**config.mk**
```make
export PLATFORM = sky130hd
export DESIGN_NAME = mvsm_voice_table
export DESIGN_NICKNAME = d
export VERILOG_FILES = /design/src/rtl/mvsm_pkg.sv /design/src/rtl/mvsm_voice_table.sv
export SDC_FILE = /design/constraint.sdc
export NUM_CORES = 1
export LEC_CHECK = 0
export BUFFER_PORTS_ARGS = -buffer_cell sky130_fd_sc_hd__buf_2
export CAP_MARGIN = 5
export CORE_ASPECT_RATIO = 2
export CORE_MARGIN = 8
export CORE_UTILIZATION = 55
export CTS_CLUSTER_SIZE = 10
export DETAILED_ROUTE_END_ITERATION = 10
export GPL_TIMING_DRIVEN = 0
export PLACE_DENSITY = 0.73
export SYNTH_ARGS = -nofsm -noshare
export SYNTH_HDL_FRONTEND = slang
export SYNTH_SLANG_ARGS = --single-unit
```
**constraint.sdc**
```tcl
create_clock -name clk_i -period 3.46 [get_ports clk_i]
set_input_delay 0 -clock clk_i [delete_from_list [all_inputs] [get_ports clk_i]]
set_output_delay 0 -clock clk_i [all_outputs]
set_load 0.005 [all_outputs]
```
**src/rtl/mvsm_pkg.sv**
```systemverilog
// Shared constants, action codes and the voice record for the sample mixer.
`default_nettype none

package mvsm_pkg;

  localparam int FRAC_BITS   = 10;
  localparam int FRAMES_W    = 17;
  localparam int PHASE_W     = FRAMES_W + FRAC_BITS;
  localparam int STEP_W      = 18;
  localparam int START_W     = 16;
  localparam int SAMPLE_W    = 16;
  localparam int GAIN_W      = 16;
  localparam int MASK_W      = 8;
  localparam int SCALE_SHIFT = 15;
  localparam int PROD_W      = SAMPLE_W + GAIN_W + 1;
  // start + 2 * index + 1 fits here
  localparam int ADDR_SUM_W  = FRAMES_W + 2;

  localparam int DEF_NUM_VOICES   = 8;
  localparam int DEF_SAMPLE_WORDS = 65536;

  localparam logic [1:0] ACT_WRITE   = 2'd0;
  localparam logic [1:0] ACT_PROGRAM = 2'd1;
  localparam logic [1:0] ACT_STOP    = 2'd2;
  localparam logic [1:0] ACT_MIX     = 2'd3;

  localparam logic [GAIN_W-1:0] UNITY_GAIN = 16'h8000;

  typedef struct packed {
    logic [PHASE_W-1:0]  phase;
    logic                done;
    logic                paused;
    logic                loops;
    logic                stereo;
    logic [START_W-1:0]  start;
    logic [FRAMES_W-1:0] frames;
    logic [STEP_W-1:0]   incr;
    logic [GAIN_W-1:0]   lgain;
    logic [GAIN_W-1:0]   rgain;
  } voice_t;

  localparam voice_t VOICE_RESET = '{
    phase:  '0,
    done:   1'b1,
    paused: 1'b0,
    loops:  1'b0,
    stereo: 1'b0,
    start:  '0,
    frames: 17'd1,
    incr:   '0,
    lgain:  UNITY_GAIN,
    rgain:  UNITY_GAIN
  };

endpackage

`default_nettype wire

```
**src/rtl/mvsm_voice_table.sv**
```systemverilog
// Per-voice state memory with valid bits so unwritten entries read as reset state.
`default_nettype none

module mvsm_voice_table #(
  parameter  int NUM_VOICES = mvsm_pkg::DEF_NUM_VOICES,
  localparam int VIW        = (NUM_VOICES > 1) ? $clog2(NUM_VOICES) : 1
) (
  input  wire logic             clk_i,
  input  wire logic             rst_ni,
  input  wire logic [VIW-1:0]   raddr_i,
  output mvsm_pkg::voice_t      rdata_o,
  input  wire logic             we_i,
  input  wire logic [VIW-1:0]   waddr_i,
  input  wire mvsm_pkg::voice_t wdata_i
);
  import mvsm_pkg::*;

  voice_t                mem [NUM_VOICES];
  voice_t                rd_q;
  logic                  rd_valid_q;
  logic [NUM_VOICES-1:0] valid_q;

  always_ff @(posedge clk_i) begin
    if (we_i) begin
      mem[waddr_i] <= wdata_i;
    end
    rd_q <= mem[raddr_i];
  end

  always_ff @(posedge clk_i or negedge rst_ni) begin
    if (!rst_ni) begin
      valid_q    <= '0;
      rd_valid_q <= 1'b0;
    end else begin
      if (we_i) begin
        valid_q[waddr_i] <= 1'b1;
      end
      rd_valid_q <= valid_q[raddr_i];
    end
  end

  assign rdata_o = rd_valid_q ? rd_q : VOICE_RESET;

endmodule

`default_nettype wire

```
# == Word level (Yosys, flattened, before mapping) ==
# Memories as Yosys holds them, arrays and structs flattened. A register that Yosys moved wholly into a read port is not among the register bits.
# Cells that the tools add are included.
# totals
ff_bits,9
mem_bits_rw,912
inputBits,123
out_inout_bits,114
wordCells,15
n_memories,1
# classes
magnitude_cmp,3
mux,7
bitwise_logic,1
n_reduce_logical,1
# memory_table
name,words,word_bits,rd,rd_clocked_by_memory_dff,write_ports,line_no,text
mem,8,114,1,1,1,mvsm_voice_table.sv:18,voice_t mem [NUM_VOICES];
# ops
cell,n
$mux 114,1
$lt 3x4->1 const B,2
$or 8x8->8,1
$mux 1,4
$bmux 1 s3,1
$demux 1 s3,1
$ge 3x1->1 const B,1
$logic_and 1x1->1,1

# == Depth between registers and ports, before layout ==
# depth
word_depth,5
depth_mapped,5
depth_no_buf,2

# == Worst setup path before layout ==
# Ideal clock, no wire load.
# synth_timing
kind,input port to flip-flop
from,input port waddr_i[2]
to,register valid_q[0]
setup_ns,0.139
arrival_time_ns,13.036
t_required_ns,3.321
setup_slack_ns,-9.715
path_stages,3
n_path_buf,1
cell_sequence,clkbuf_1 > nor4b_1 > or2_2
# synth_via
elab_chain_cells,5
elab_cells_between_ends,6
classes_between,2 x order compare; 2 x mux; 1 x bitwise; 1 x reduce/logical
# synth_lines
element,line_no,text
start: declaration,mvsm_voice_table.sv:13,"input wire logic [VIW-1:0] waddr_i,"
$lt 3x4->1 (not written as such) / $ge 3x1->1 (equally long branches),mvsm_voice_table.sv:36,valid_q[waddr_i] <= 1'b1;
$logic_and 1x1->1 (not written as such),mvsm_voice_table.sv:36,
$mux 1 (not written as such),mvsm_voice_table.sv:36,
$demux 1 s3 *,mvsm_voice_table.sv:36,
$or 8x8->8 (no source line) *,n/a,
end signal: assignment,mvsm_voice_table.sv:32,valid_q <= '0;
end signal: indexed assignment,mvsm_voice_table.sv:36,
end: declaration,mvsm_voice_table.sv:21,logic [NUM_VOICES-1:0] valid_q;
# Every way passes the cells marked *; elsewhere a longest branch is shown, timed or not.
# A chain may end at the register's enable or synchronous reset.

==> PnR_summary.wiki <==
{| class="wikitable"
! Metric !! Value
|-
| Pins Over Slew Limit || 0
|-
| Clk_skew || 20.4 ps
|-
| Total number of vias || between 15k and 20k
|-
| Leakage power || approximately 16 nW
|-
| Area of all placed cells without fillers || 0.0464 mm^2
|-
| Unique cell type count in the Yosys netlist || 23
|-
| Aggregate global routing overflow || 0
|-
| Syn_area_per_cell || around 24 um^2
|-
| Pin count of the biggest net entering global routing || 24
|-
| Top fanout value on the critical path || 10
|-
| Horizontal die dimension || between 200 and 250 um
|-
| Master cell of the clock root buffer || clkbuf_16
|-
| Crit path kind || flop to primary output
|-
| Area overhead of the layout relative to synthesis || 21.9%
|-
| Insertion delay to the later sink of the worst-skew pair || between 600 and 700 ps
|-
| Transition time at the pin with the least slew margin || 1220 ps
|-
| Synth top area share || 71.9%
|-
| Chip height || 388 um
|-
| Hold Path Stages || 2
|-
| Count of synthesis-stage warnings from yosys || 0
|-
| Share of synthesized area occupied by flip-flops and latches || between 70% and 80%
|-
| Gp weighted congestion || between 0.7 and 0.8
|-
| Half-perimeter wire length of the detailed placement result || about 54000 um
|-
| Number of gates given a new drive strength after cts || 0
|-
| Number of instances in the placed design || 2802
|-
| Count of state elements after synthesis || approximately 1.0k
|-
| Total CTS buffers || around 110
|-
| Post-route worst hold slack || around 120 ps
|-
| Worst VDD drop || roughly 0.47 mV
|-
| Final core utilization || approximately two thirds
|-
| Number of antenna violations at the first check in global routing || 6
|-
| Worst Reg2Reg Path Length in Cells || 2
|-
| Count of max-cap constraint violations || 0
|-
| Arrival time at the worst endpoint || about 3200 ps
|-
| First-pass GRT wire length || between 100000 and 150000 um
|-
| Vias in the first global route || approximately 20k
|-
| Kind of start point of the critical path || flop
|-
| H-tree depth || 3
|-
| Cell type with the largest total area after synthesis || edfxtp_1
|-
| Number of port buffers || 230
|-
| Placement Rows || roughly 140
|-
| # hold bufs at CTS || roughly 120
|-
| Via density per instance || 5.70
|-
| Required arrival time at the worst endpoint || around 3500 ps
|-
| Levels on crit path || 4
|-
| # setup viols final || 0
|-
| Ports || about 240
|-
| Worst Setup End Kind || primary output
|-
| CP dominant cell by count || clkbuf_1
|-
| Initial core utilization || between 50% and 60%
|-
| Fin crit period || roughly 3200 ps
|-
| Number of nets still failing antenna checks after routing || 0
|-
| Detailed router's first-iteration violation count || 1148
|-
| Run status || finished clean
|-
| Overall die area || between 0.07 and 0.08 mm^2
|-
| Final-report hold violation count || 0
|-
| Number of nets in the final layout || between 2k and 2.5k
|-
| Final period utilization || roughly 92%
|-
| Placement-stage worst setup slack || just under 900 ps
|-
| Cell type group with the largest total delay on the critical path || buffers and inverters
|-
| Crit path cell chain || clkbuf_1, clkbuf_1, and2_1, buf_2
|-
| Class of the tightest hold or removal check || primary input to flop
|-
| Post-route DRC || 0
|-
| Count of buffer and inverter cells on the critical path || 3
|-
| Setup repair after global routing missed its margin || no
|-
| Total clock sinks || roughly 1.0k
|-
| Crit-path max cell delay || ~950 ps
|-
| Final critical-path setup slack || between 200 and 300 ps
|-
| Final WL || 82600 um
|-
| CTS tree || done
|-
| Post-CTS Setup Inserts || 0
|-
| Wirelength per Cell || around 26 um
|-
| Number of cells produced by synthesis || 1595
|-
| Clock slew at reported path FFs || around 60 ps
|-
| Netlist Area Pre-Place || between 0.03 and 0.04 mm^2
|-
| Instance area after placement || about 0.042 mm^2
|-
| Worst-path cell with the longest stage delay || clkbuf_1
|-
| Ratio of cells with drive above 1 in the final layout || between 30% and 40%
|-
| Relative slew slack || between 10% and 20%
|-
| Non-filler cells in the finished layout || roughly 3.1k
|-
| Largest cells by area after synthesis || edfxtp_1, mux4_2, dfxtp_1
|-
| Overall track demand over capacity in global routing || around a fifth
|-
| Core Region || just under 0.07 mm^2
|-
| Buffer levels on the longest clock path || 3
|-
| Peak Freq || ~0.32 GHz
|-
| Post-synth net total || about 1.7k
|-
| Number of detailed-route iterations in the first pass || 5
|-
| Total power divided by cell area || 576 mW/mm^2
|}
[metal layers]
| layer | vias up | GRT usage, % | share of wire, % |
|---|---|---|---|
| li1 | 7744 | - | - |
| met1 | 9394 | 26.0 | 38 |
| met2 | 600 | 37.3 | 53 |
| met3 | 142 | 4.60 | 6.2 |
| met4 | 4 | 7.42 | 2.6 |
| met5 | - | 0 | 0.029 |
[cell usage in the layout (no fill, tap or decap), types with 2 or more instances in the layout]
cell and n:
nor4bb_4 2, nor3_4 3, inv_6 3, edfxtp_1 912, nand2_1 2, buf_8 29
or2_2 3, mux4_1 52, clkbuf_16 117, mux4_2 178, buf_6 27, inv_1 3
buf_12 24, a41o_1 4, clkbuf_1 115, buf_16 23, buf_1 17, mux2_2 115
dfxtp_1 114, diode_2 7, dlygate4sd3_1 123, dfrtp_1 9, nand2b_1 4, and2_1 110
buf_2 236
[Yosys cell counts (all sizes together)]
master    n
nor4bb    2
clkbuf   34
nor3      3
a41o      4
dfrtp     9
edfxtp  912
dfxtp   114
nand2     2
nor3b     1
inv       3
nor2      1
mux4    230
mux2    115
and2    110
buf      46
o21bai    1
or2       3
nand2b    4
nor4b     1
[logic make-up (layout without fill, tap and decap cells)]
| family | count (synthesis) | in the layout | synth area share (%) |
|---|---|---|---|
| DFF | 1035 | 1035 | 78.5 |
| muxes | 345 | 345 | 17.5 |
| and+or+nand+nor | 127 | 127 | 2.09 |
| buffers and inverters | 83 | 720 | 1.73 |
| AOI/OAI and AO/OA | 5 | 5 | 0.125 |
| other | 0 | 7 | 0 |
[metrics by stage]
stage | TNS [ps] | power (mW)
after floorplan | -416760 | 15.4
after global placement | -3469120 | 16.1
after detailed placement | 0 | 16.2
after CTS | 0 | 27.0
after global routing | 0 | 27.6
final | 0 | 26.7
[layout make-up]
cell class / instances / area (um^2)
diodes: 7 / 17.5
inverters: 3 / 11.3
fillers: 4327 / 22200
well taps: 897 / 1120
plain buffers: 80 / 699
clock inverters: 5 / 35.0
multi-input cells: 477 / 7610
clock buffers: 199 / 3190
flip-flops and latches: 1035 / 29900
repair buffers: 433 / 3810
[registers in the layout (all words and copies together), names as in the netlist]
register    count
mem           912
rd_q          114
valid_q         8
rd_valid_q      1
[power breakdown]
part	total [mW]	internal (mW)	switching, mW	leakage, nW
combinational	1.83	0.950	0.882	4.88
sequential	14.2	14.1	0.132	9.33
clock	10.6	6.16	4.47	1.54
total	26.7	21.2	5.48	15.7
[worst paths after layout]
path | slack (ps) | end | from
worst max register to register | 2140 | rd_q[99]$_DFF_P_ | mem[4][99]$_DFFE_PP_
max in group asynchronous | 2790 | valid_q[1]$_DFFE_PN0P_ | rst_ni
worst min register to register | 460 | valid_q[4]$_DFFE_PN0P_ | valid_q[4]$_DFFE_PN0P_
worst max-delay path | 290 | rdata_o[66] | rd_valid_q$_DFF_PN0_
min in group asynchronous | 380 | valid_q[6]$_DFFE_PN0P_ | rst_ni
worst min-delay path | 120 | mem[1][40]$_DFFE_PP_ | wdata_i[40]
Power figures use the tool's default switching activity.
