### src/rtl/mvsm_pkg.sv
// Shared constants, action codes and the voice record for the sample mixer.
`default_nettype none

package mvsm_pkg;

  localparam int FRAC_BITS   = 10;
  localparam int FRAMES_W    = 17;
  localparam int PHASE_W     = FRAMES_W + FRAC_BITS;
  localparam int STEP_W      = 18;
  localparam int START_W     = 16;
  localparam int SAMPLE_W    = 16;
  localparam int GAIN_W      = 16;
  localparam int MASK_W      = 8;
  localparam int SCALE_SHIFT = 15;
  localparam int PROD_W      = SAMPLE_W + GAIN_W + 1;
  // start + 2 * index + 1 fits here
  localparam int ADDR_SUM_W  = FRAMES_W + 2;

  localparam int DEF_NUM_VOICES   = 8;
  localparam int DEF_SAMPLE_WORDS = 65536;

  localparam logic [1:0] ACT_WRITE   = 2'd0;
  localparam logic [1:0] ACT_PROGRAM = 2'd1;
  localparam logic [1:0] ACT_STOP    = 2'd2;
  localparam logic [1:0] ACT_MIX     = 2'd3;

  localparam logic [GAIN_W-1:0] UNITY_GAIN = 16'h8000;

  typedef struct packed {
    logic [PHASE_W-1:0]  phase;
    logic                done;
    logic                paused;
    logic                loops;
    logic                stereo;
    logic [START_W-1:0]  start;
    logic [FRAMES_W-1:0] frames;
    logic [STEP_W-1:0]   incr;
    logic [GAIN_W-1:0]   lgain;
    logic [GAIN_W-1:0]   rgain;
  } voice_t;

  localparam voice_t VOICE_RESET = '{
    phase:  '0,
    done:   1'b1,
    paused: 1'b0,
    loops:  1'b0,
    stereo: 1'b0,
    start:  '0,
    frames: 17'd1,
    incr:   '0,
    lgain:  UNITY_GAIN,
    rgain:  UNITY_GAIN
  };

endpackage

`default_nettype wire

### src/rtl/mvsm_mod_unit.sv
// Bit-serial remainder unit that folds a phase back into its loop span.
`default_nettype none

module mvsm_mod_unit (
  input  wire logic                         clk_i,
  input  wire logic                         rst_ni,
  input  wire logic                         start_i,
  input  wire logic [mvsm_pkg::PHASE_W:0]   dividend_i,
  input  wire logic [mvsm_pkg::PHASE_W-1:0] divisor_i,
  output logic                              busy_o,
  output logic                              done_o,
  output logic      [mvsm_pkg::PHASE_W-1:0] rem_o
);
  import mvsm_pkg::*;

  localparam int CW = $clog2(PHASE_W + 1);

  logic [CW-1:0]      cnt_q;
  logic [PHASE_W:0]   quo_q;
  logic [PHASE_W:0]   rem_q;
  logic [PHASE_W:0]   rem_sh;
  logic [PHASE_W-1:0] div_q;
  logic               busy_q;
  logic               done_q;

  // shift in the next dividend bit
  assign rem_sh = {rem_q[PHASE_W-1:0], quo_q[PHASE_W]};

  always_ff @(posedge clk_i or negedge rst_ni) begin
    if (!rst_ni) begin
      cnt_q  <= '0;
      quo_q  <= '0;
      rem_q  <= '0;
      div_q  <= '0;
      busy_q <= 1'b0;
      done_q <= 1'b0;
    end else begin
      done_q <= 1'b0;
      if (start_i) begin
        rem_q  <= '0;
        quo_q  <= dividend_i;
        div_q  <= divisor_i;
        cnt_q  <= CW'(PHASE_W);
        busy_q <= 1'b1;
      end else if (busy_q) begin
        quo_q <= {quo_q[PHASE_W-1:0], 1'b0};
        if (rem_sh >= {1'b0, div_q}) begin
          rem_q <= rem_sh - {1'b0, div_q};
        end else begin
          rem_q <= rem_sh;
        end
        if (cnt_q == '0) begin
          busy_q <= 1'b0;
          done_q <= 1'b1;
        end else begin
          cnt_q <= cnt_q - 1'b1;
        end
      end
    end
  end

  assign busy_o = busy_q;
  assign done_o = done_q;
  assign rem_o  = rem_q[PHASE_W-1:0];

endmodule

`default_nettype wire

### config.mk
export PLATFORM = sky130hd
export DESIGN_NAME = mvsm_mod_unit
export DESIGN_NICKNAME = d
export VERILOG_FILES = /design/src/rtl/mvsm_pkg.sv /design/src/rtl/mvsm_mod_unit.sv
export SDC_FILE = /design/constraint.sdc
export NUM_CORES = 1
export LEC_CHECK = 0
export BUFFER_PORTS_ARGS = -buffer_cell sky130_fd_sc_hd__buf_2
export CAP_MARGIN = 20
export CORE_MARGIN = 2
export CORE_UTILIZATION = 25
export CTS_CLUSTER_SIZE = 30
export DETAILED_ROUTE_END_ITERATION = 8
export PLACE_DENSITY = 0.48
export SYNTH_ARGS = -nofsm -noshare
export SYNTH_HDL_FRONTEND = slang
export SYNTH_SLANG_ARGS = --single-unit
### constraint.sdc
create_clock -name clk_i -period 3.14 [get_ports clk_i]
set_clock_uncertainty 0.2 [all_clocks]
set_input_delay 0.314 -clock clk_i [delete_from_list [all_inputs] [get_ports clk_i]]
set_output_delay 0.314 -clock clk_i [all_outputs]
set_load 0.02 [all_outputs]
=== After elaboration in Yosys (flattened, before gate mapping) ===
Cells that the tools add are included.

* Register bits: 89
* Word-level logic and storage cells: 27

* $add $sub $neg: 2
* Eq/ne operators: 1
* Reductions and logical operators: 3
* Mux-type cells: 14
* $lt $le $gt $ge: 1

{| class="wikitable"
|+ Operators with widths
! cell !! number
|-
| two-way mux 27 bit || 3
|-
| two-way mux 28 bit || 2
|-
| greater-or-equal comparator 28 x 27 -> 1 bit || 1
|-
| subtractor 27 bit || 1
|-
| two-way mux 5 bit || 3
|-
| two-way mux 1 bit || 6
|-
| logical NOT 5 bit || 1
|-
| subtractor 5 x 1 -> 5 bit (second input constant) || 1
|-
| != test 2 bit (second input constant) || 1
|-
| AND reduction 2 bit || 1
|-
| nonzero test 2 bit || 1
|}

=== Depth between registers and ports, before layout ===
Gate-level depths: netlist of run 1.

* Word-level depth: 4
* Gate-level depth with buffers: 13

=== Worst setup path after synthesis of run 1 ===
No wires, ideal clock.

* Path type: register to register
* Start point: register quo_q[27]
* End point: register rem_q[18]
* Stages on the path, launching flop included: 13
* Library setup time: 0.094 ns
* Arrival: 2.615 ns
* Period minus slack after synthesis: 2.909 ns
* Path slack: 0.231 ns
* Buffers on the path: 0
* Path through: dfrtp_1 inv_1 ha_1 inv_1 fa_1 a211oi_1 o21ai_2 a21oi_1 o211ai_2 a31oi_2 xnor2_1 mux2i_1 a211oi_1

* Word-level cells in the longest chain between the ends: 4

{| class="wikitable"
|+ RTL lines
! item !! RTL line !! RTL
|-
| start, declared || mvsm_mod_unit.sv:19 || <nowiki>logic [PHASE_W:0] quo_q;</nowiki>
|-
| start signal, assigned || mvsm_mod_unit.sv:41 || <nowiki>quo_q <= dividend_i;</nowiki>
|-
| start signal, assigned || mvsm_mod_unit.sv:46 || <nowiki>quo_q <= {quo_q[PHASE_W-1:0], 1'b0};</nowiki>
|-
| subtractor 27 bit or greater-or-equal comparator 28 x 27 -> 1 bit (tied branches) || mvsm_mod_unit.sv:48, mvsm_mod_unit.sv:47 ||
|-
| two-way mux 27 bit (*) || mvsm_mod_unit.sv:47 || <nowiki>if (rem_sh >= {1'b0, div_q}) begin</nowiki>
|-
| two-way mux 27 bit (*) || mvsm_mod_unit.sv:45 || <nowiki>end else if (busy_q) begin</nowiki>
|-
| two-way mux 27 bit (*) || mvsm_mod_unit.sv:39 || <nowiki>if (start_i) begin</nowiki>
|-
| end signal, assigned || mvsm_mod_unit.sv:48 || <nowiki>rem_q <= rem_sh - {1'b0, div_q};</nowiki>
|-
| end signal, assigned || mvsm_mod_unit.sv:50 || <nowiki>rem_q <= rem_sh;</nowiki>
|-
| end, declared || mvsm_mod_unit.sv:20 || <nowiki>logic [PHASE_W:0] rem_q;</nowiki>
|}

Mark *: on every way between the ends. The rest lies on a longest branch, timed or not. The select of a mux whose other input is x is not followed.
A chain may end at the register's enable or synchronous reset.

=== Worst setup path in the final report of run 1 ===
* Start point: register quo_q[27]
* End point: register rem_q[10]

Same word-level chain as after synthesis.

==> results summary, run 1 <==
The maximum clock frequency is 332.2 MHz. The launch instance of the worst register-to-register path is quo_q[27]. Traced cell by cell, the critical path runs through inv_1 -> ha_2 -> inv_2 -> fa_2 -> a211oi_2 -> buf_4 -> o21ai_4 -> nand4b_1 -> a31oi_2 -> nor3_2 -> buf_4 -> o21ai_4 -> clkbuf_16 -> mux2i_1 -> a211oi_1. The sequential fraction of the synthesis area came out at 40.66%. The switching part of the total power is 40.25%. The count of cell types in the netlist came out at 56.

The tree is rooted in a sky130_fd_sc_hd__clkbuf_16. The finished cells cover 0.007382 sq mm. The area added between synthesis and finish is 34.76%.

The library cell with the highest instance count after synthesis is sky130_fd_sc_hd__dfrtp_1. In this run the register-to-register setup slack is 0.13 ns. The number of levels the H-tree was split into came out at 3. After synthesis the netlist holds a flip-flop and latch count of 89. The worst hold path begins at start_i. The required time reported for the critical path endpoint came out at 3.20 ns.

The number of buffers inserted by port buffering is 86. The number of cells produced by synthesis came out at 608. The number of antenna violations at the first check in global routing came out at 0. The total power divided by cell area came out at 713.1 mW/mm^2. The part of the total power dissipated in combinational logic is 51.4%.

The final critical path time including I/O delays and setup is 3.011 ns. In the synthesized netlist, the cells that appear most often are sky130_fd_sc_hd__dfrtp_1 (89), sky130_fd_sc_hd__nand2_1 (82), sky130_fd_sc_hd__o21ai_0 (75). Yosys attributes the largest share of cell area to sky130_fd_sc_hd__dfrtp_1 (41%), sky130_fd_sc_hd__mux2i_1 (8.2%), sky130_fd_sc_hd__o21ai_0 (6.9%).

The leakage power figure came out at 0.003652 uW. The floorplan die height came out at 152.0 um. The number of nets in the final layout came out at 849. The clock group share of total power is 20.6%. IR analysis of the VDD net gives a maximum drop of 290.9 uV. The final clock period utilization by the worst path is 95.88%. The sum of net half-perimeters after detailed placement is 10850 um. The antenna diode instance count came out at 0.

The number of clock sinks seen by CTS came out at 89. The final sum of negative setup slack came out at 0 ns. The initial detailed-routing violation count came out at 220.

For hold timing, the worst endpoint is div_q[2]. The cell area that synthesis handed to floorplanning was 0.005478 sq mm. The via count of the routed design came out at 4843. STA classifies the critical path endpoint as a flip-flop. In this run the deepest clock path goes through 2 buffers. The maximum number of pins on one net before global-route repair is 72. The worst-path maximum fanout came out at 7. For the worst-skew pair, the clock arrives at the later sink with an insertion delay of 0.36 ns. For this design, the slowest cell found on the critical path is sky130_fd_sc_hd__dfrtp_1.

The number of enable flip-flop cells after synthesis came out at 0. The I/O pin count came out at 87. The TritonCTS buffer count came out at 9. The total nets after synthesis is 696. In the global route stage, overall resource usage came out at 13.45%. The largest incremental delay on the critical path is 0.38 ns.

Using the TritonRoute via totals, the vias-per-cell ratio works out to 4.630. At the worst endpoint, the arrival time is 3.07 ns. The share of flip-flops with an asynchronous set or reset came out at 100.0%. The cell taking the most area after synthesis is sky130_fd_sc_hd__dfrtp_1. The warning count from the yosys run came out at 0. The floorplan has 54 rows. STA classifies the critical path startpoint as a flip-flop. The power dissipated by switching net loads came out at 2119 uW.

The area share of the largest cell type after synthesis is 40.66%. The clock slew at the register clock pins of the worst setup and hold paths is 0.07 ns. The die covers 0.02311 sq mm. The routed length per instance came out at 14.62 um.

The start-to-end type of the worst setup path is reg2reg. The initial standard-cell utilization of the core is 25.26%. Setup repair after global routing could not meet its margin everywhere. The die extent in x came out at 152.0 um. The first global-routing pass estimated 25390 um of wire. TritonCTS built the clock tree. The setup violation total in the final timing report is 0. For the pin with the worst max-slew slack, the measured transition is 0.6980 ns. The average cell area after synthesis is 9.009 sq um. The number of failing hold endpoints at the final stage was 0. The aggregate global routing overflow came out at 0. The number of pins with negative max-slew slack in the final report is 0. Summed over all layers, the routed wires come to 15290 um.

The number of cells on the worst hold path is 2. The number of max-cap violations is 0. The critical path starts at quo_q[27]. The number of iterations in the first detailed-routing pass came out at 5. The number of cells on the worst reg-to-reg path came out at 15. The max-slew headroom at the worst pin came out at 53.47%. The path class of the lowest-slack min-delay path is in2reg. The internal power of the cells totals 3146 uW.

The number of global-route vias before repair is 4851. The fraction of layout instances using a drive strength above 1 is 21.28%. The worst reg2reg path endpoint is rem_q[10].

For this run, the share of the core covered by cells in the final layout is 34.04%. The flow ran to the end, and the final reports show no timing, DRC or antenna violations. The placeable core region is 0.02169 sq mm. The global placer's final weighted congestion came out at 0.8083. The number of nets with antenna violations after detailed routing came out at 0. The DRC violations left is 0. The predominant post-synthesis flop cell is sky130_fd_sc_hd__dfrtp_1. Sequential cells account for 28.0% of the total power. The post-placement cell area came out at 0.006335 sq mm.
[per-stage QoR]
step                total power [uW]  hold slack (ns)  setup WS [ns]  std cells
global route                    5654          0.03777       -0.02028       1046
finish                          5264          0.03538         0.1294       1046
CTS                             5090          0.02301        0.05773       1040
global placement                3929           0.2133        0.08971        968
detailed placement              3917           0.2105        0.04871        968
floorplan                       3191          -0.1816         0.2307        608
[worst max-delay path, delay by kind of cell (launching register included)]
family	cells	cell delay (ns)
AND/OR/NAND/NOR	2	0.35
adder cells (fa/ha/maj)	2	0.54
AO/OA/AOI/OAI	5	0.70
buffers and inverters	5	0.63
multiplexers	1	0.11
flip-flops	1	0.38
[registers in the layout (all words and copies together), names as in the netlist]
signal	cells
cnt_q	5
rem_q	27
quo_q	28
done_o	1
div_q	27
busy_o	1
[power groups by stage]
| stage | Clock (uW) | Combinational, uW | Sequential, uW |
|---|---|---|---|
| 2_1_floorplan | 0 | 1600 | 1590 |
| 3_3_place_gp | 0 | 2430 | 1500 |
| 3_5_place_dp | 0 | 2420 | 1490 |
| 4_1_cts | 1130 | 2490 | 1470 |
| 5_1_grt | 1170 | 2980 | 1500 |
| 6_report | 1090 | 2700 | 1470 |
[worst max path at each step]
stage	to	cells past startpoint
5_1_grt	rem_q[16]	15
2_1_floorplan	rem_q[18]	12
6_report	rem_q[10]	15
4_1_cts	rem_q[26]	14
3_5_place_dp	rem_q[18]	14
3_3_place_gp	rem_q[18]	14
[placed cells by master (no fill, tap or decap), types with 7 or more instances in the layout]
cell type / n
sky130_fd_sc_hd__nand3_1: 10
sky130_fd_sc_hd__buf_4: 32
sky130_fd_sc_hd__clkbuf_16: 11
sky130_fd_sc_hd__dlygate4sd3_1: 56
sky130_fd_sc_hd__nand2_1: 82
sky130_fd_sc_hd__a21oi_1: 24
sky130_fd_sc_hd__xnor2_1: 16
sky130_fd_sc_hd__mux2i_1: 44
sky130_fd_sc_hd__nor2_1: 36
sky130_fd_sc_hd__buf_2: 84
sky130_fd_sc_hd__a21o_1: 12
sky130_fd_sc_hd__ha_1: 25
sky130_fd_sc_hd__o21ai_0: 74
sky130_fd_sc_hd__xor2_1: 7
sky130_fd_sc_hd__inv_1: 35
sky130_fd_sc_hd__dfrtp_1: 88
sky130_fd_sc_hd__a211oi_1: 16
[layout make-up]
cell class	count	area (sq um)
fillers	2244	14310
flip-flops and latches	89	2228
multi-input cells	448	3044
repair buffers	177	1326
inverters	36	135.1
well taps	280	350.3
clock buffers	9	225.2
clock inverters	7	72.57
[what timing repair did]
action,4_1_cts,5_1_grt
setup buffers,0,4
resized for setup,0,24
endpoints found under the setup margin,0,24
hold endpoints to repair,106,0
hold buffers,56,0
[logic make-up after synthesis]
kind of cell / synth area share (%)
AND/OR/NAND/NOR: 13.84
AO/OA/AOI/OAI: 20.79
buffers and inverters: 5.619
XOR/XNOR: 3.677
multiplexers: 8.428
adder cells (fa/ha/maj): 6.990
flip-flops: 40.66
[layer usage]
layer	GRT usage, %	share of wire (%)
met1	19.13	49
met4	3.471	1.1
met2	20.76	45
met3	2.909	4.4
met5	0	0
Note: power is estimated with default switching activity, not from simulation.
==> inputs of run 2 (changes only) <==
- ABC_AREA: not set -> 1
- PLACE_DENSITY: 0.48 -> 0.47
==> run 2 against run 1 <==
  * The run now ends with negative hold slack left
  * Fmax grew 9.4%
  * Power up 25%
  * Sequential cell count unchanged
  * Highest routed layer unchanged
==> results summary, run 2 <==
The number of cells produced by synthesis came out at 892. The required time reported for the critical path endpoint is 3.19 ns. For the worst flop-to-flop path, the logic depth is 15. Power spread over the standard cell area amounts to 839.0 mW/mm^2. The average instance in the mapped netlist occupies 7.022 sq um.

The tightest hold path in the finished design has a slack of -0.004599 ns. Setup total negative slack on the finished layout was measured at 0 ns. The area added between synthesis and finish is 25.09%. The number of resized instances in the post-cts repair step came out at 0.

The floorplan die height is 162.3 um. Entering global routing, the biggest net connects 56 pins. The area enclosed by the die boundary is 0.02634 sq mm. Sorting the synthesized cells by area gives the leading types as sky130_fd_sc_hd__dfrtp_1 (36%), sky130_fd_sc_hd__nand2_1 (19%), sky130_fd_sc_hd__inv_1 (10%). For this run, the total global-route usage over all layers was measured as 14.41%. The number of nets with antenna violations after detailed routing is 0. The filler cells instantiated in the layout total 2686.

The leakage power figure came out at 0.004275 uW. The critical path crosses 15 cells after its start point. Clock-pin slew was measured on the worst setup and hold paths at 0.08 ns. The number of buffers inserted by port buffering is 86. The maximum root-to-sink buffer count is 2. The worst setup path is of the reg2reg kind. The H-tree was split into 3 levels. The largest voltage drop on the vdd net is 296.3 uV. Leaving out fill and tap cells, the most frequent cells in the layout are sky130_fd_sc_hd__nand2_1 (313), sky130_fd_sc_hd__inv_1 (169), sky130_fd_sc_hd__dfrtp_1 (89), sky130_fd_sc_hd__buf_2 (85), sky130_fd_sc_hd__nand3_1 (56). The number of antenna violations at the first check in global routing came out at 0. Once routing completed, OpenROAD measured the worst setup slack at 0.3880 ns. The TritonCTS buffer count is 9. In this design, the stage delay of the slowest critical-path cell is 0.44 ns. Yosys instantiated no cell more often than sky130_fd_sc_hd__nand2_1. Counting flops with a built-in enable in the synthesized netlist gives 0. The path class of the lowest-slack min-delay path is in2reg. The count of cell types in the netlist came out at 38.

The post-placement setup slack is 0.3905 ns. The final critical path takes up 87.64% of the cycle. Of all flip-flops after synthesis, the portion carrying an async set or reset was 100.0%. The number of pins with negative max-slew slack in the final report came out at 0. The synthesized design contains 89 register bits. The worst-path maximum fanout is 19. The top cell type by area accounts for 35.56% of the synthesized area. The first detailed-routing pass ran for 4 iterations.

The actual transition at the worst max-transition pin is 0.7867 ns. The setup violation total in the final timing report is 0. The arrival time at the worst endpoint came out at 2.80 ns. Setup repair after global routing left no endpoint under its margin. The number of flip-flops in the largest register came out at 28. Detailed placement finished with a half-perimeter wire length of 13840 um.

Walking the worst path, the cells encountered are inv_1 -> ha_1 -> inv_1 -> fa_1 -> nand3_1 -> nand3_2 -> nand2_2 -> nand3_4 -> nand3_4 -> buf_4 -> nand3_1 -> nand2_1 -> inv_1 -> nand2_1 -> nand2_1. The worst setup path is captured at a flip-flop. The number of max-cap violations is 0. The wire length of the first global-routing pass came out at 30010 um.

The flow ran to the end, but the final reports show violations. The most used flip-flop cell after synthesis is sky130_fd_sc_hd__dfrtp_1. The most common cell after layout, fill and taps aside is sky130_fd_sc_hd__nand2_1. The I/O pin count is 87. The maximum clock frequency came out at 363.4 MHz.

STA classifies the critical path startpoint as a flip-flop. The commonest cells after synthesis are sky130_fd_sc_hd__nand2_1 (313), sky130_fd_sc_hd__inv_1 (169), sky130_fd_sc_hd__dfrtp_1 (89). The global placer's final weighted congestion came out at 0.8703. The max-slew headroom at the worst pin came out at 47.23%. The number of buffers and inverters on the critical path is 4.

Dividing the detail-routed wire length by the instance count gives 13.46 um. The CTS tree is yes. The storage element area is 0.002227 sq mm. The first routing iteration left 218 violations.

After synthesis the cells add up to 0.006264 sq mm. At the end of the flow, the number of nets in the layout was 1115. The mean number of vias per cell came out at 4.292. The final reports fail on negative hold slack. The worst hold path passes through 3 cells. Total power for the finished layout comes to 6574 uW. On the critical path the largest part of the delay comes from simple AND/OR/NAND/NOR gates. The floorplan row count is 57. The multi-input gate area in the final layout came out at 0.003162 sq mm.

The die extent in x is 162.3 um. The slowest cell on the critical path is sky130_fd_sc_hd__fa_1. Once the floorplan was initialized, standard cells occupied 25.60% of the core.

In this run the standard cell core region covers 0.02446 sq mm. The antenna diode instance count came out at 0. After detailed routing, the total wire length is 18250 um.

The routed layout has 5820 vias. The cell taking the most area after synthesis is sky130_fd_sc_hd__dfrtp_1. The final critical path time including I/O delays and setup came out at 2.752 ns. The warning count from the yosys run is 0. The fraction of layout instances using a drive strength above 1 came out at 15.60%. The total nets after synthesis came out at 980. The aggregate global routing overflow came out at 0.

The largest registers in the layout are quo_q x28, div_q x27, rem_q x27. The number of failing hold endpoints at the final stage is 1. The register ranked first by flip-flop count is quo_q. After detailed routing, the number of remaining DRC violations is 0. The number of clock sinks seen by CTS is 89.

The clock latency at the later pin of the worst-skew pair is 0.36 ns. The sequential fraction of the synthesis area came out at 35.56%. The number of global-route vias before repair came to 5863. CTS placed an instance of sky130_fd_sc_hd__clkbuf_16 at the clock tree root.
==> run 2: area by class of cell <==
| type | instances | share of cell area [%] |
|---|---|---|
| clock buffer | 10 | 3.050 |
| clock inverter | 6 | 0.9741 |
| tap | 324 | 5.174 |
| sequential | 89 | 28.43 |
| inverter | 178 | 8.544 |
| multi-input combinational | 598 | 40.35 |
| timing repair buffer | 151 | 13.48 |
==> run 2: report_power, final <==
group          switching, uW  internal (uW)
combinational           2460           1350
sequential               198           1370
clock                    544            658
==> run 2: path summary, 6_finish.rpt <==
kind / start / end / slack [ns]
setup / recovery: quo_q[27] / rem_q[26] / 0.39
hold / removal: divisor_i[2] / div_q[2] / -0.005
setup reg to reg: quo_q[27] / rem_q[26] / 0.39
hold reg to reg: cnt_q[4] / cnt_q[4] / 0.31
max in group asynchronous: rst_ni / quo_q[23] / 1.71
min in group asynchronous: rst_ni / rem_q[25] / 0.28
==> run 2: through the flow <==
step	utilization, %	instance area, sq um	cells
global placement	28.53	6979	1286
CTS	32.03	7835	1356
floorplan	-	6264	892
global route	32.03	7835	1356
finish	32.03	7835	1356
detailed placement	28.53	6979	1286
==> run 2: kinds of logic (layout without fill, tap and decap cells) <==
family | count (synthesis) | count (layout) | synth area share (%)
and+or+nand+nor | 464 | 464 | 33.46
DFF | 89 | 89 | 35.56
xor gates and xnor gates | 11 | 11 | 1.538
AOI/OAI and AO/OA | 93 | 93 | 9.369
adders and majority gates | 30 | 30 | 6.113
buffers and inverters | 205 | 345 | 13.96
==> run 2: what timing repair did <==
item,CTS,global route
hold buffers,54,0
hold endpoints to repair,90,0
setup buffers,0,0
==> run 2: layer usage <==
metal,GRT usage (%),routed length (um),up-vias
li1,-,-,3056
met1,19.34,8884,2658
met2,23.98,8421,93
met3,2.451,678,13
met4,3.942,265,0
met5,0,0,-
==> run 2: worst min-delay path, cell delays in order <==
cell and delay (ns):
sky130_fd_sc_hd__buf_2 0.08, sky130_fd_sc_hd__nand2_1 0.06, sky130_fd_sc_hd__o21ai_0 0.06
==> inputs of run 3 (changes only) <==
==> constraint.sdc (replaced) <==
create_clock -name clk_i -period 3.2 [get_ports clk_i]
set_clock_uncertainty 0.2 [all_clocks]
set_input_delay 0.48 -clock clk_i [delete_from_list [all_inputs] [get_ports clk_i]]
set_output_delay 0.48 -clock clk_i [all_outputs]
set_load 0.02 [all_outputs]
==> run 3 against run 2 <==
  * The run now ends clean
  * Final area fell by 6.5%
  * Wire length fell by 2.0%
  * Clock power about the same
  * Critical path depth stayed put
  * Sequential share of layout area rose by 2.0 points
  * Fmax rose by 7.6%
  * Sequential cell count is the same
  * Critical path type unchanged
==> results summary, run 3 (same netlist as run 2, synthesis figures left out) <==
The run finished with clean final reports. The layout has 2743 filler cells. Counting cells, the worst reg-to-reg path comes to 15. The final clock period utilization by the worst path is 79.90%. The maximum root-to-sink buffer count came out at 2. The aggregate global routing overflow is 0. For the worst-skew pair, the clock arrives at the later sink with an insertion delay of 0.36 ns. The area enclosed by the die boundary came out at 0.02634 sq mm. The sum of net half-perimeters after detailed placement came out at 13890 um.

The start-to-end type of the worst setup path is reg2reg. The worst setup path is captured at a flip-flop. Setup total negative slack on the finished layout was measured at 0 ns.

The largest voltage drop on the vdd net came out at 302.3 uV. The detailed router placed 5658 vias in this run. TritonCTS built the clock tree.

The maximum clock frequency came out at 391.1 MHz. The number of flip-flops in the largest register is 28. The startpoint identified for the worst register-to-register timing path is quo_q[27]. The I/O pin count came out at 87. Clock-pin slew was measured on the worst setup and hold paths at 0.08 ns. The die extent in x is 162.3 um.

The endpoint identified for the worst register-to-register timing path is rem_q[26]. The required time reported for the critical path endpoint came out at 3.25 ns. The number of max-cap violations is 0. More flip-flops sit in one register than any other, and that register is quo_q.

The congestion estimate from routability-driven global placement came to 0.8534. After detailed routing, the number of remaining DRC violations is 0. After the last flow step, the layout net total stands at 1062. The number of nets with antenna violations after detailed routing came out at 0. The initial detailed-routing violation count came out at 219. The worst-path maximum fanout is 15. The maximum number of pins on one net before global-route repair came out at 47.

The number of pins with negative max-slew slack in the final report is 0. The H-tree was split into 3 levels. The floorplan row count is 57.

The first global-routing pass estimated 29390 um of wire. 0 antenna diodes ended up in the layout. The final wirelength is 17890 um.

Buffers placed on the I/O ports in this run total 86. The floorplan die height is 162.3 um. Setup violations remaining at the end of the flow were counted as 0. The TritonCTS buffer count came out at 9. The number of global-route vias before repair came out at 5761.

For hold timing, the worst endpoint is div_q[19]. Setup repair after global routing left no endpoint under its margin. The number of antenna violations at the first check in global routing came to 1.

The total global routing track utilization is 14.25%. The mean number of vias per cell came out at 4.342. The cell sitting at the root of the clock tree is a sky130_fd_sc_hd__clkbuf_16.

The number of failing hold endpoints at the final stage came out at 0. The worst setup path is launched from a flip-flop. Subtracting the final worst setup slack from the clock period gives 2.557 ns.

The arrival time at the worst endpoint came out at 2.60 ns. Once the floorplan was initialized, standard cells occupied 25.60% of the core. The number of gates resized after CTS was 0. The setup slack on the worst flop-to-flop path is 0.64 ns. The largest registers in the layout are quo_q x28, div_q x27, rem_q x27.

The post-placement setup slack is 0.6538 ns. The number of clock sinks seen by CTS is 89. For the pin with the worst max-slew slack, the measured transition is 0.7515 ns.

Leaving out fill and tap cells, the most frequent cell in the layout is sky130_fd_sc_hd__nand2_1. The placeable core region came out at 0.02446 sq mm. The max-slew headroom at the worst pin came out at 49.59%. The number of iterations in the first detailed-routing pass is 4. In this run the power density over the cells is 872.3 mW/mm^2. The path class of the tightest hold or removal check is in2reg.

Compared with the post-synthesis result, the final layout area differs by 17.00%. In this run the most critical hold path is launched from divisor_i[19]. In the layout the commonest cells are sky130_fd_sc_hd__nand2_1 (313), sky130_fd_sc_hd__inv_1 (169), sky130_fd_sc_hd__dfrtp_1 (89), sky130_fd_sc_hd__buf_2 (85), sky130_fd_sc_hd__nand3_1 (56). The minimum setup slack in the final design came out at 0.6431 ns. The leakage power figure came out at 0.004056 uW.

The number of cells on the worst hold path came out at 3. The fraction of layout instances using a drive strength above 1 is 16.45%. The routed length per instance is 13.73 um.
[run 3: cell types whose count changed in the layout (fill, tap and decap cells not counted)]
cell | previous run | this run
sky130_fd_sc_hd__inv_6 | 4 | 0
sky130_fd_sc_hd__dlygate4sd3_1 | 54 | 1
sky130_fd_sc_hd__clkinvlp_4 | 0 | 1
sky130_fd_sc_hd__buf_12 | 0 | 1
sky130_fd_sc_hd__buf_4 | 12 | 11
sky130_fd_sc_hd__clkinv_4 | 0 | 1
sky130_fd_sc_hd__clkinv_8 | 0 | 2
sky130_fd_sc_hd__clkbuf_8 | 1 | 0
sky130_fd_sc_hd__inv_8 | 1 | 2
[run 3: final cells by class]
cell class	count	area, sq um	area share [%]
flip-flops and latches	89	2227	30.39
inverters	178	669.4	9.134
well taps	324	405.4	5.532
clock inverters	7	101.3	1.383
clock buffers	9	225.2	3.073
repair buffers	98	538.0	7.342
multi-input cells	598	3162	43.14
[run 3: stage by stage]
stage	std cells	total power [uW]	util, %	area [sq um]	hold slack [ns]
floorplan	892	4390	-	6264	-0.01559
global placement	1286	5273	28.58	6992	0.2903
detailed placement	1286	5279	28.58	6992	0.2940
CTS	1303	6485	29.96	7328	0.1113
global route	1303	7039	29.96	7328	0.1203
finish	1303	6392	29.96	7328	0.1224
[run 3: power breakdown]
part	switching, uW	internal [uW]
clock	534	632
sequential	186	1340
combinational	2410	1280
total	3130	3260
[run 3: metal layers]
layer,up-vias,GRT usage [%],share of wire (%),routed length (um)
met4,2,4.465,1.8,318
li1,2944,-,-,-
met5,-,0,0.061,11
met3,20,2.860,4.4,792
met2,110,22.73,45,8109
met1,2582,19.44,48,8657
[run 3: worst max path at each step]
| stage | start | endpoint | slack [ns] | depth (start not counted) |
|---|---|---|---|---|
| after floorplan | quo_q[27] | rem_q[5] | 0.89 | 14 |
| after global routing | quo_q[27] | rem_q[25] | 0.38 | 15 |
| after CTS | rem_q[19] | rem_q[5] | 0.64 | 12 |
| after global placement | quo_q[27] | rem_q[25] | 0.71 | 15 |
| final | quo_q[27] | rem_q[26] | 0.64 | 15 |
| after detailed placement | rem_q[19] | rem_q[5] | 0.65 | 12 |
[run 3: critical path, stage by stage, from the launching register on]
cell                      delay, ns
sky130_fd_sc_hd__dfrtp_1       0.36
sky130_fd_sc_hd__inv_1         0.09
sky130_fd_sc_hd__ha_1          0.15
sky130_fd_sc_hd__inv_1         0.09
sky130_fd_sc_hd__fa_1          0.44
sky130_fd_sc_hd__nand3_1       0.13
sky130_fd_sc_hd__nand3_2       0.14
sky130_fd_sc_hd__nand2_2       0.12
sky130_fd_sc_hd__nand3_4       0.08
sky130_fd_sc_hd__nand3_4       0.09
sky130_fd_sc_hd__buf_4         0.25
sky130_fd_sc_hd__nand3_1       0.10
sky130_fd_sc_hd__nand2_1       0.07
sky130_fd_sc_hd__inv_1         0.05
sky130_fd_sc_hd__nand2_1       0.05
sky130_fd_sc_hd__nand2_1       0.04
[run 3: repair_timing]
action / 4_1_cts / 5_1_grt
endpoints found under the hold margin: 45 / 0
setup buffers: 0 / 0
hold buffers: 1 / 0
